<file path="config.mk">
export PLATFORM = sky130hd
export DESIGN_NAME = motor_report_frame_parser
export DESIGN_NICKNAME = d
export VERILOG_FILES = /design/src/rtl/mrfp_pkg.sv /design/src/rtl/mrfp_front.sv /design/src/rtl/mrfp_queue.sv /design/src/rtl/mrfp_back.sv /design/src/rtl/motor_report_frame_parser.sv
export SDC_FILE = /design/constraint.sdc
export NUM_CORES = 1
export LEC_CHECK = 0
export CAP_MARGIN = 20
export CORE_MARGIN = 5
export CORE_UTILIZATION = 45
export CTS_BUF_LIST = sky130_fd_sc_hd__clkbuf_8
export DETAILED_ROUTE_END_ITERATION = 10
export DONT_BUFFER_PORTS = 1
export GPL_TIMING_DRIVEN = 1
export MAX_ROUTING_LAYER = met4
export PLACE_DENSITY_LB_ADDON = 0.3
export SYNTH_ARGS = -nofsm -noshare
export SYNTH_HDL_FRONTEND = slang
export SYNTH_SLANG_ARGS = --single-unit
export TNS_END_PERCENT = 100
</file>
<file path="constraint.sdc">
create_clock -name clk -period 8.89 [get_ports clk]
set_input_delay 0.889 -clock clk [delete_from_list [all_inputs] [get_ports clk]]
set_output_delay 0.889 -clock clk [all_outputs]
set_load 0.02 [all_outputs]
</file>
<file path="src/rtl/mrfp_pkg.sv">
// ----------------------------------------------------------------------------
// mrfp_pkg
// Shared types and constants of the motor report frame parser.
// ----------------------------------------------------------------------------
`default_nettype none

package mrfp_pkg;

    localparam int REPORT_PAYLOAD_BYTES = 12;
    localparam int PAYLOAD_IDX_W        = $clog2(REPORT_PAYLOAD_BYTES);
    localparam int QUEUE_DEPTH_DEF      = 2;
    localparam int CFG_IDX_W            = 3;

    // report one fault flags keep the top five bits of the second payload byte
    localparam logic [7:0] FAULT_LOW_MASK = 8'hF8;

    typedef enum logic [CFG_IDX_W-1:0] {
        REG_HEAD     = 3'd0,
        REG_ADDRESS  = 3'd1,
        REG_END      = 3'd2,
        REG_ONE_CODE = 3'd3,
        REG_TWO_CODE = 3'd4
    } cfg_reg_e;

    typedef enum logic [1:0] {
        KIND_REPORT_ONE = 2'd0,
        KIND_REPORT_TWO = 2'd1,
        KIND_OTHER      = 2'd2,
        KIND_BAD_LENGTH = 2'd3
    } frame_kind_e;

    typedef struct packed {
        logic [7:0] head_byte;
        logic [7:0] address_byte;
        logic [7:0] end_byte;
        logic [7:0] report_one_code;
        logic [7:0] report_two_code;
    } cfg_t;

    // one checked frame, as handed from the parser to the formatter
    typedef struct packed {
        frame_kind_e                               kind;
        logic [7:0]                                command;
        logic [REPORT_PAYLOAD_BYTES-1:0][7:0]      payload;
    } frame_t;

endpackage : mrfp_pkg

`default_nettype wire

</file>
<file path="src/rtl/mrfp_front.sv">
// ----------------------------------------------------------------------------
// mrfp_front
// Byte-per-cycle frame hunter (stalls only as an end byte meets a full queue):
// checks address, xor and end byte, stores payload, classifies each good frame.
// ----------------------------------------------------------------------------
`default_nettype none

module mrfp_front
    import mrfp_pkg::*;
(
    input  wire logic   clk,
    input  wire logic   rst_n,
    input  wire cfg_t   cfg,
    input  wire logic   rx_valid,
    output logic        rx_ready,
    input  wire logic [7:0] rx_byte,
    input  wire logic   queue_full,
    output logic        push,
    output frame_t      push_frame
);

    typedef enum logic [5:0] {
        PH_HUNT = 6'b000001,
        PH_ADDR = 6'b000010,
        PH_LEN  = 6'b000100,
        PH_BODY = 6'b001000,
        PH_XOR  = 6'b010000,
        PH_END  = 6'b100000
    } phase_e;

    phase_e     phase_reg, phase_next;
    logic [7:0] frame_length_reg, frame_length_next;
    logic [7:0] bytes_seen_reg, bytes_seen_next;
    logic [7:0] running_xor_reg, running_xor_next;
    logic [7:0] command_reg, command_next;
    logic [REPORT_PAYLOAD_BYTES-1:0][7:0] payload_reg;

    logic       accept;
    logic [7:0] body_idx;
    logic [7:0] seen_inc;
    logic       store_en;
    logic       full_length;

    // only the end phase can produce an item, so only then can a full queue stall
    assign rx_ready = !((phase_reg == PH_END) && queue_full);
    assign accept   = rx_valid && rx_ready;
    assign body_idx = bytes_seen_reg - 8'd1;
    assign seen_inc = bytes_seen_reg + 8'd1;

    always_comb
    begin
        phase_next        = phase_reg;
        frame_length_next = frame_length_reg;
        bytes_seen_next   = bytes_seen_reg;
        running_xor_next  = running_xor_reg;
        command_next      = command_reg;
        store_en          = 1'b0;
        push              = 1'b0;
        if (accept)
        begin
            unique case (phase_reg)
                PH_ADDR:
                begin
                    phase_next = (rx_byte == cfg.address_byte) ? PH_LEN : PH_HUNT;
                end
                PH_LEN:
                begin
                    if (rx_byte == 8'd0)
                    begin
                        phase_next = PH_HUNT;
                    end
                    else
                    begin
                        frame_length_next = rx_byte;
                        running_xor_next  = rx_byte;
                        bytes_seen_next   = 8'd0;
                        phase_next        = PH_BODY;
                    end
                end
                PH_BODY:
                begin
                    running_xor_next = running_xor_reg ^ rx_byte;
                    if (bytes_seen_reg == 8'd0)
                    begin
                        command_next = rx_byte;
                    end
                    else if (body_idx < 8'(REPORT_PAYLOAD_BYTES))
                    begin
                        store_en = 1'b1;
                    end
                    bytes_seen_next = seen_inc;
                    if (seen_inc >= frame_length_reg)
                    begin
                        phase_next = PH_XOR;
                    end
                end
                PH_XOR:
                begin
                    phase_next = (rx_byte == running_xor_reg) ? PH_END : PH_HUNT;
                end
                PH_END:
                begin
                    phase_next = PH_HUNT;
                    push       = (rx_byte == cfg.end_byte);
                end
                default:
                begin
                    phase_next = (rx_byte == cfg.head_byte) ? PH_ADDR : PH_HUNT;
                end
            endcase
        end
    end

    // classification; report one wins when both codes are equal
    assign full_length = (frame_length_reg == 8'(REPORT_PAYLOAD_BYTES + 1));

    always_comb
    begin
        push_frame.command = command_reg;
        push_frame.payload = payload_reg;
        if (command_reg == cfg.report_one_code)
        begin
            push_frame.kind = full_length ? KIND_REPORT_ONE : KIND_BAD_LENGTH;
        end
        else if (command_reg == cfg.report_two_code)
        begin
            push_frame.kind = full_length ? KIND_REPORT_TWO : KIND_BAD_LENGTH;
        end
        else
        begin
            push_frame.kind = KIND_OTHER;
        end
    end

    always_ff @(posedge clk or negedge rst_n)
    begin
        if (!rst_n)
        begin
            phase_reg        <= PH_HUNT;
            frame_length_reg <= 8'd0;
            bytes_seen_reg   <= 8'd0;
            running_xor_reg  <= 8'd0;
            command_reg      <= 8'd0;
        end
        else
        begin
            phase_reg        <= phase_next;
            frame_length_reg <= frame_length_next;
            bytes_seen_reg   <= bytes_seen_next;
            running_xor_reg  <= running_xor_next;
            command_reg      <= command_next;
        end
    end

    always_ff @(posedge clk)
    begin
        if (store_en)
        begin
            payload_reg[body_idx[PAYLOAD_IDX_W-1:0]] <= rx_byte;
        end
    end

    a_push_only_at_end: assert property (@(posedge clk) disable iff (!rst_n)
        push |-> (accept && (phase_reg == PH_END)))
        else $error("frame pushed outside the end phase");

    a_end_returns_to_hunt: assert property (@(posedge clk) disable iff (!rst_n)
        (accept && (phase_reg == PH_END)) |=> (phase_reg == PH_HUNT))
        else $error("parser did not return to hunting after end byte");

endmodule : mrfp_front

`default_nettype wire

</file>
<file path="src/rtl/mrfp_queue.sv">
// ----------------------------------------------------------------------------
// mrfp_queue
// Short frame queue between the parser and the formatter.
// ----------------------------------------------------------------------------
`default_nettype none

module mrfp_queue
    import mrfp_pkg::*;
#(
    parameter int DEPTH = QUEUE_DEPTH_DEF
)
(
    input  wire logic   clk,
    input  wire logic   rst_n,
    input  wire logic   push,
    input  wire frame_t push_frame,
    output logic        full,
    input  wire logic   pop,
    output logic        not_empty,
    output frame_t      head_frame
);

    localparam int PTR_W = (DEPTH > 1) ? $clog2(DEPTH) : 1;
    localparam int CNT_W = $clog2(DEPTH + 1);

    frame_t             entry_reg [DEPTH];
    logic [PTR_W-1:0]   wr_ptr_reg, wr_ptr_next;
    logic [PTR_W-1:0]   rd_ptr_reg, rd_ptr_next;
    logic [CNT_W-1:0]   count_reg, count_next;

    assign full       = (count_reg == CNT_W'(DEPTH));
    assign not_empty  = (count_reg != '0);
    assign head_frame = entry_reg[rd_ptr_reg];

    always_comb
    begin
        wr_ptr_next = wr_ptr_reg;
        rd_ptr_next = rd_ptr_reg;
        count_next  = count_reg;
        if (push)
        begin
            wr_ptr_next = (wr_ptr_reg == PTR_W'(DEPTH - 1)) ? '0 : wr_ptr_reg + 1'b1;
        end
        if (pop)
        begin
            rd_ptr_next = (rd_ptr_reg == PTR_W'(DEPTH - 1)) ? '0 : rd_ptr_reg + 1'b1;
        end
        if (push && !pop)
        begin
            count_next = count_reg + 1'b1;
        end
        else if (pop && !push)
        begin
            count_next = count_reg - 1'b1;
        end
    end

    always_ff @(posedge clk or negedge rst_n)
    begin
        if (!rst_n)
        begin
            wr_ptr_reg <= '0;
            rd_ptr_reg <= '0;
            count_reg  <= '0;
        end
        else
        begin
            wr_ptr_reg <= wr_ptr_next;
            rd_ptr_reg <= rd_ptr_next;
            count_reg  <= count_next;
        end
    end

    always_ff @(posedge clk)
    begin
        if (push)
        begin
            entry_reg[wr_ptr_reg] <= push_frame;
        end
    end

    a_no_push_when_full: assert property (@(posedge clk) disable iff (!rst_n)
        push |-> !full)
        else $error("push into full frame queue");

    a_no_pop_when_empty: assert property (@(posedge clk) disable iff (!rst_n)
        pop |-> not_empty)
        else $error("pop from empty frame queue");

    a_count_bounded: assert property (@(posedge clk) disable iff (!rst_n)
        count_reg <= CNT_W'(DEPTH))
        else $error("frame queue count out of range");

endmodule : mrfp_queue

`default_nettype wire

</file>
<file path="src/rtl/mrfp_back.sv">
// ----------------------------------------------------------------------------
// mrfp_back
// Takes queued frames and lays out the report words in the output register.
// ----------------------------------------------------------------------------
`default_nettype none

module mrfp_back
    import mrfp_pkg::*;
(
    input  wire logic   clk,
    input  wire logic   rst_n,
    input  wire logic   queue_not_empty,
    input  wire frame_t head_frame,
    output logic        pop,
    output logic        out_valid,
    input  wire logic   out_ready,
    output logic [1:0]  frame_kind,
    output logic [7:0]  command_code,
    output logic [15:0] fault_flags,
    output logic [15:0] word_zero,
    output logic [15:0] word_one,
    output logic [15:0] word_two,
    output logic [15:0] word_three,
    output logic [15:0] word_four,
    output logic [15:0] word_five
);

    logic        valid_reg;
    frame_kind_e kind_reg;
    logic [7:0]  command_reg;
    logic [15:0] fault_reg, fault_next;
    logic [5:0][15:0] word_reg, word_next;
    logic [REPORT_PAYLOAD_BYTES-1:0][7:0] p;

    assign pop = queue_not_empty && (!valid_reg || out_ready);
    assign p   = head_frame.payload;

    always_comb
    begin
        fault_next = 16'd0;
        word_next  = '0;
        case (head_frame.kind)
            KIND_REPORT_ONE:
            begin
                fault_next   = {p[0], p[1] & FAULT_LOW_MASK};
                word_next[0] = {p[2], p[3]};
                word_next[1] = {p[4], p[5]};
                word_next[2] = {p[6], p[7]};
                word_next[3] = {p[8], p[9]};
                word_next[4] = {p[10], p[11]};
            end
            KIND_REPORT_TWO:
            begin
                word_next[0] = {p[0], p[1]};
                word_next[1] = {p[2], p[3]};
                word_next[2] = {p[4], p[5]};
                word_next[3] = {p[6], p[7]};
                word_next[4] = {p[8], p[9]};
                word_next[5] = {p[10], p[11]};
            end
            default:
            begin
                fault_next = 16'd0;
            end
        endcase
    end

    always_ff @(posedge clk or negedge rst_n)
    begin
        if (!rst_n)
        begin
            valid_reg <= 1'b0;
        end
        else if (pop)
        begin
            valid_reg <= 1'b1;
        end
        else if (out_ready)
        begin
            valid_reg <= 1'b0;
        end
    end

    always_ff @(posedge clk)
    begin
        if (pop)
        begin
            kind_reg    <= head_frame.kind;
            command_reg <= head_frame.command;
            fault_reg   <= fault_next;
            word_reg    <= word_next;
        end
    end

    assign out_valid    = valid_reg;
    assign frame_kind   = kind_reg;
    assign command_code = command_reg;
    assign fault_flags  = fault_reg;
    assign word_zero    = word_reg[0];
    assign word_one     = word_reg[1];
    assign word_two     = word_reg[2];
    assign word_three   = word_reg[3];
    assign word_four    = word_reg[4];
    assign word_five    = word_reg[5];

endmodule : mrfp_back

`default_nettype wire

</file>
<file path="src/rtl/motor_report_frame_parser.sv">
// ----------------------------------------------------------------------------
// motor_report_frame_parser
// Serial frame deframer with xor check for motor status reports.
// Throughput: one byte per cycle; a byte stalls only when the end byte of a
// frame with a good xor meets a full frame queue.
// A report is queued at its end byte, then moved into the output register.
// Reset: parser hunts for a head byte, queue and output empty, config registers zero.
// ----------------------------------------------------------------------------
`default_nettype none

module motor_report_frame_parser
    import mrfp_pkg::*;
#(
    parameter int QUEUE_DEPTH = QUEUE_DEPTH_DEF
)
(
    input  wire logic                 clk,
    input  wire logic                 rst_n,
    input  wire logic                 cfg_valid,
    output logic                      cfg_ready,
    input  wire logic [CFG_IDX_W-1:0] cfg_index,
    input  wire logic [7:0]           cfg_data,
    input  wire logic                 rx_valid,
    output logic                      rx_ready,
    input  wire logic [7:0]           rx_byte,
    output logic                      out_valid,
    input  wire logic                 out_ready,
    output logic [1:0]                frame_kind,
    output logic [7:0]                command_code,
    output logic [15:0]               fault_flags,
    output logic [15:0]               word_zero,
    output logic [15:0]               word_one,
    output logic [15:0]               word_two,
    output logic [15:0]               word_three,
    output logic [15:0]               word_four,
    output logic [15:0]               word_five
);

    cfg_t   cfg_reg;
    logic   push;
    frame_t push_frame;
    logic   queue_full;
    logic   pop;
    logic   queue_not_empty;
    frame_t head_frame;

    assign cfg_ready = 1'b1;

    always_ff @(posedge clk or negedge rst_n)
    begin
        if (!rst_n)
        begin
            cfg_reg <= '0;
        end
        else if (cfg_valid)
        begin
            unique case (cfg_index)
                REG_HEAD:     cfg_reg.head_byte       <= cfg_data;
                REG_ADDRESS:  cfg_reg.address_byte    <= cfg_data;
                REG_END:      cfg_reg.end_byte        <= cfg_data;
                REG_ONE_CODE: cfg_reg.report_one_code <= cfg_data;
                REG_TWO_CODE: cfg_reg.report_two_code <= cfg_data;
                default:      cfg_reg                 <= cfg_reg;
            endcase
        end
    end

    mrfp_front u_front (
        .clk        (clk),
        .rst_n      (rst_n),
        .cfg        (cfg_reg),
        .rx_valid   (rx_valid),
        .rx_ready   (rx_ready),
        .rx_byte    (rx_byte),
        .queue_full (queue_full),
        .push       (push),
        .push_frame (push_frame)
    );

    mrfp_queue #(
        .DEPTH (QUEUE_DEPTH)
    ) u_queue (
        .clk        (clk),
        .rst_n      (rst_n),
        .push       (push),
        .push_frame (push_frame),
        .full       (queue_full),
        .pop        (pop),
        .not_empty  (queue_not_empty),
        .head_frame (head_frame)
    );

    mrfp_back u_back (
        .clk             (clk),
        .rst_n           (rst_n),
        .queue_not_empty (queue_not_empty),
        .head_frame      (head_frame),
        .pop             (pop),
        .out_valid       (out_valid),
        .out_ready       (out_ready),
        .frame_kind      (frame_kind),
        .command_code    (command_code),
        .fault_flags     (fault_flags),
        .word_zero       (word_zero),
        .word_one        (word_one),
        .word_two        (word_two),
        .word_three      (word_three),
        .word_four       (word_four),
        .word_five       (word_five)
    );

endmodule : motor_report_frame_parser

`default_nettype wire
</file>
## After elaboration in Yosys (flattened, before gate mapping)

Memory sizes are Yosys's and may differ from the RTL's.
Index checks and enable logic that the tools add are counted.

| operators by class | value |
|---|---|
| add/sub/neg operators | 6 |
| magnitude comparators | 4 |
| eq/ne operators | 20 |
| muxes and demuxes | 32 |
| bitwise gates (word level) | 2 |
| reduce and logical (&&, ||, !) cells | 28 |

Operators with widths:

| cell | number |
|---|---|
| 80-bit case mux with 2 select lines | 1 |
| 96-bit bitwise mux | 1 |
| 8-bit == test | 6 |
| 8-bit demux with 4-bit select | 1 |
| 8-bit case mux with 2 select lines | 2 |
| 6-bit case mux with 5 select lines | 1 |
| 8-bit 2-to-1 mux | 3 |
| 8-bit logical NOT | 2 |
| 2-bit 2-to-1 mux | 7 |
| 1-bit 2-to-1 mux | 12 |
| 6-bit 2-to-1 mux | 2 |
| 2-bit AND reduction | 6 |
| 3-bit AND reduction | 3 |
| 8-bit by 1-bit adder with 8-bit output (second input constant) | 1 |
| 8-bit by 4-bit == test with 1-bit output (second input constant) | 1 |
| 8-bit greater-or-equal comparator | 1 |
| 8-bit by 4-bit less-than comparator with 1-bit output (second input constant) | 1 |
| 2-bit nonzero test | 4 |
| 8-bit by 1-bit subtractor with 8-bit output (second input constant) | 1 |
| 8-bit XOR | 1 |
| 3-bit by 2-bit == test with 1-bit output (second input constant) | 2 |
| 6-bit by 2-bit == test with 1-bit output (second input constant) | 1 |
| 6-bit by 3-bit == test with 1-bit output (second input constant) | 1 |
| 6-bit by 4-bit == test with 1-bit output (second input constant) | 1 |
| 21 further kinds | 30 |

| word-level totals | value |
|---|---|
| register bits after elaboration | 301 |
| RAM bits | 212 |
| output and inout port bits | 125 |
| word-level logic and storage cells | 129 |
| memories kept | 1 |

Memories:

| name | depth | bits a word | read ports | clocked after memory_dff | wr ports | RTL line | text |
|---|---|---|---|---|---|---|---|
| u_queue.entry_reg | 2 | 106 | 1 | 0 | 1 | mrfp_queue.sv:26 | `frame_t entry_reg [DEPTH];` |

## Depth between registers and ports, before layout

| logic depth | value |
|---|---|
| word-level depth | 9 |
| gate-level depth with buffers | 11 |

## Hierarchy

Synthesis repeated with hierarchy kept, for this count alone.

| second synthesis, totals | value |
|---|---|
| cell total of the unflattened synthesis | 1177 |
| area, all modules | 20442.1 um^2 |

Modules (own cells, without submodules):

| module | times used | cells each | area each (um^2) |
|---|---|---|---|
| mrfp_queue | 1 | 346 | 7952.6 |
| mrfp_front | 1 | 403 | 5855.6 |
| mrfp_back | 1 | 338 | 5093.6 |
| motor_report_frame_parser | 1 | 90 | 1540.2 |

## Worst setup path before layout

OpenSTA, ideal clock, no wires.

| path | value |
|---|---|
| path kind | input to register |
| start point | input rx_byte[5] |
| end point | memory u_queue.entry_reg[0][0] (netlist bit) (enable) |
| data arrival time | 6538 ps |
| required time | 8305 ps |
| path slack | 1768 ps |
| stages on the path | 5 |
| path buffers | 1 |
| cell sequence | clkbuf_1 > xnor2_1 > nand4_1 > nor4_2 > nor2b_1 |

| on the way | value |
|---|---|
| word-level cells in the longest chain between the ends | 5 |

RTL lines:

| item | RTL line | text |
|---|---|---|
| start: declaration | motor_report_frame_parser.sv:25 | `input wire logic [7:0] rx_byte,` |
| 8-bit == test | mrfp_front.sv:104 | `push = (rx_byte == cfg.end_byte);` |
| 1-bit 2-to-1 mux | mrfp_front.sv:61 | `unique case (phase_reg)` |
| 1-bit 2-to-1 mux | mrfp_front.sv:59 | `if (accept)` |
| named net push | motor_report_frame_parser.sv:40 | `logic push;` |
| 1-bit 2-to-1 mux | mrfp_queue.sv:76 | `if (push)` |
| 1-bit 2-to-1 mux (implied by the code) | mrfp_queue.sv:78 | `entry_reg[wr_ptr_reg] <= push_frame;` |
| end: declaration | mrfp_queue.sv:26 |  |

The timed path passes the listed nets, and every way through them passes these cells.

## Worst setup path in the final report

| path | value |
|---|---|
| start point | register u_front.phase_reg[0] |
| end point | memory u_queue.entry_reg[0][67] (netlist bit) (enable) |

| on the way | value |
|---|---|
| word-level cells in the longest chain between the ends | 7 |

RTL lines:

| item | RTL line | text |
|---|---|---|
| start: declaration | mrfp_front.sv:31 | `phase_e phase_reg, phase_next;` |
| start signal: assignment | mrfp_front.sv:147 | `phase_reg <= phase_next;` |
| 6-bit == test | mrfp_front.sv:45 | `assign rx_ready = !((phase_reg == PH_END) && queue_full);` |
| 1-bit logical AND | mrfp_front.sv:45 |  |
| 1-bit logical NOT | mrfp_front.sv:45 |  |
| named net rx_ready | motor_report_frame_parser.sv:24 | `output logic rx_ready,` |
| 1-bit logical AND | mrfp_front.sv:46 | `assign accept = rx_valid && rx_ready;` |
| 1-bit 2-to-1 mux | mrfp_front.sv:59 |  |
| named net push | motor_report_frame_parser.sv:40 |  |
| 1-bit 2-to-1 mux | mrfp_queue.sv:76 |  |
| 1-bit 2-to-1 mux (implied by the code) | mrfp_queue.sv:78 |  |

The timed path passes the listed nets, and every way through them passes these cells.

==> impl_metrics.env <==
export IMPL_status="finished clean"
export IMPL_finalNonFillerCells=2004
export IMPL_critical_path_max_fanout=57
export IMPL_max_freq_mhz=280
export IMPL_clk_pin_slew_ps=60
export IMPL_worstMarginPinSlew_ps=1070
export IMPL_worst_r2r_cell_count=7
export IMPL_finClkSkew_ps=31.6
export IMPL_grt_ovfl_total=0
export IMPL_muxShareOfSynthArea=0.0912
export IMPL_clock_tree_buffer_depth=3
export IMPL_ys_seq_elements=510
export IMPL_holdBufCountCts=1
export IMPL_post_cts_resized=0
export IMPL_synth_async_reset_ratio=0.163
export IMPL_start_kind="register"
export IMPL_synth_top_area_cell="edfxtp_1"
export IMPL_fillers=3829
export IMPL_grt_pass1_wl_mm=67.7
export IMPL_relSlewSlack=0.288
export IMPL_antennaDiodeCount=0
export IMPL_io_pins=149
export IMPL_grt_use_total=0.182
export IMPL_routed_wl_mm=45.4
export IMPL_hpwl_mm=28.4
export IMPL_finalCoreUtilization=0.506
export IMPL_synth_fa_ha_area_frac=0.00904
export IMPL_row_count=78
export IMPL_gp_congestion=0.811
export IMPL_largest_reg_flops=212
export IMPL_first_pass_iters=5
export IMPL_cts_root_buf="clkbuf_8"
export IMPL_synth_ff_type="edfxtp_1"
export IMPL_synth_xor_area_frac=0.0257
export IMPL_seq_area_um2=14900
export IMPL_synthSimpleGateAreaFrac=0.0615
export IMPL_numCtsBuffers=84
export IMPL_drive_gt1_frac=0.162
export IMPL_p_total_uw=5670
export IMPL_synth_area_top_cells="edfxtp_1 62%, dfrtp_1 9.9%, a211oi_1 5.6%"
export IMPL_synth_edf_count=427
export IMPL_vias_per_cell=5.55
export IMPL_drt_initial_drc_count=726
export IMPL_cts_max_level=3
export IMPL_drv_slew=0
export IMPL_synth_top_area_frac=0.618
export IMPL_synth_area_um2=20800
export IMPL_hold_violations=0
export IMPL_rrSetupSlack_ps=5310
export IMPL_die_h_um=225
export IMPL_multi_input_area_um2=5460
export IMPL_setup_viol_count_final=0
export IMPL_fin_crit_sh=0.402
export IMPL_max_vdd_ir_drop_mv=0.159
export IMPL_synth_compound_area_frac=0.0738
export IMPL_yosys_cell_types_count=56
export IMPL_cts_tree="built"
export IMPL_avgSynthCellArea_um2=15.9
export IMPL_drc=0
export IMPL_layout_commonest_cell="edfxtp_1"
export IMPL_area_delta_synth_final_pct=11.0
export IMPL_critical_path_endpoint_type="register"
export IMPL_tns_ps=0
export IMPL_grt_pass1_vias=11400
export IMPL_p_leak_uw=0.00824
export IMPL_post_cts_setup_buffer_count=0
export IMPL_rsz0062_at_grt="no"
export IMPL_yosys_warnings=0
export IMPL_timing_rr_start="u_front.phase_reg[0]$_DFFE_PN1P_"
export IMPL_ys_seq_area_frac=0.718
export IMPL_start_util=0.456
export IMPL_postRouteAntennaNets=0
export IMPL_fin_crit_ps=3580
export IMPL_antenna_found_initial=1
export IMPL_power_density_nw_per_um2=246
export IMPL_final_nets=1376
export IMPL_hold_class="in -> async"
export IMPL_crit_type="reg -> reg"
export IMPL_cts_sinks=510
export IMPL_place_inst=1846
export IMPL_grt_max_degree=104
export IMPL_cp_arrival_ps=3840
export IMPL_place_area_um2=21400
export IMPL_maxCapViolCount=0
export IMPL_worstSkewPairLatency_ps=650
export IMPL_synth_top_family_by_area="multiplexers"
export IMPL_core_area_um2=45500
export IMPL_layout_common_cells="427 x edfxtp_1, 155 x a211oi_1, 109 x mux2i_1"
export IMPL_wl_per_cell_um=22.6
export IMPL_fp_dieArea_um2=50500
export IMPL_vias=11100
export IMPL_netlist_instances=1302
export IMPL_die_x_um=225
export IMPL_io_buffers=0
export IMPL_required_ps=9160
export IMPL_r2r_end="u_queue.entry_reg[0][67]$_DFFE_PP_"
export IMPL_design_area_um2=23000
[cell families (layout without fill, tap and decap cells)]
family	count (synthesis)	count (layout)
adders and majority gates	15	15
and+or+nand+nor	224	224
other	2	4
DFF	510	510
buffers and inverters	100	200
xor gates and xnor gates	61	61
AOI/OAI and AO/OA	210	210
muxes	180	180
[worst max-delay path, stage by stage, from the launching register on]
cell and delay [ps]:
dfstp_2 580, nor4_4 80, nand3_1 240, nand2_1 210, nor4_2 520, nor2b_4 230, buf_4 570, buf_4 730
[synthesized netlist by cell type (all sizes together) (2+ instances only)]
master,count
edfxtp,427
a211oi,155
mux2i,110
dfrtp,82
nor2b,80
mux2,70
clkbuf,55
nor2,55
xnor2,31
xor2,30
buf,26
nor4,19
inv,18
nand2,17
ha,15
o21ai,14
a21oi,13
nor3,12
nand3,9
a311oi,8
nand4,8
and2,4
nand2b,4
o31ai,4
a22o,3
a31oi,3
and3,3
nor4bb,3
a2111oi,2
and4,2
conb,2
nand4b,2
nor4b,2
o211ai,2
or2,2
[report_power, final]
part | leakage [uW] | internal (uW) | switching [uW] | total (uW)
Sequential | 0.00506 | 2870 | 340 | 3210
Combinational | 0.00228 | 193 | 352 | 545
Clock | 0.000908 | 1010 | 900 | 1920
Total | 0.00824 | 4080 | 1590 | 5670
[worst max-delay path by stage]
stage,from,to,slack [ps]
global route,u_front.phase_reg[0]$_DFFE_PN1P_,u_queue.entry_reg[0][69]$_DFFE_PP_,5050
CTS,u_front.phase_reg[0]$_DFFE_PN1P_,u_queue.entry_reg[0][1]$_DFFE_PP_,5280
detailed placement,rx_byte[5],u_queue.entry_reg[0][1]$_DFFE_PP_,5220
floorplan,rx_byte[5],u_queue.entry_reg[0][0]$_DFFE_PP_,1770
global placement,rx_byte[4],u_queue.entry_reg[0][1]$_DFFE_PP_,5230
finish,u_front.phase_reg[0]$_DFFE_PN1P_,u_queue.entry_reg[0][67]$_DFFE_PP_,5310
[through the flow]
stage | hold WS [ps] | setup slack [ps]
floorplan | 421 | 1770
global placement | 421 | 5230
detailed placement | 429 | 5220
CTS | 57.6 | 5280
global route | 48.4 | 5050
finish | 110 | 5310
[layout make-up]
class                   count  share of cell area
clock buffers              92              0.0550
well taps                 600              0.0326
multi-input cells         694               0.237
repair buffers             28              0.0106
inverters                  19             0.00321
flip-flops and latches    510               0.647
clock inverters            61              0.0142
[per-layer routing]
metal / vias up / GRT usage / routed length (um)
li1: 5092 / - / -
met1: 5657 / 0.211 / 18100
met2: 301 / 0.315 / 23900
met3: 82 / 0.0440 / 2260
met4: 0 / 0.0560 / 1110
met5: - / - / 0
(Power assumes the default switching activity.)
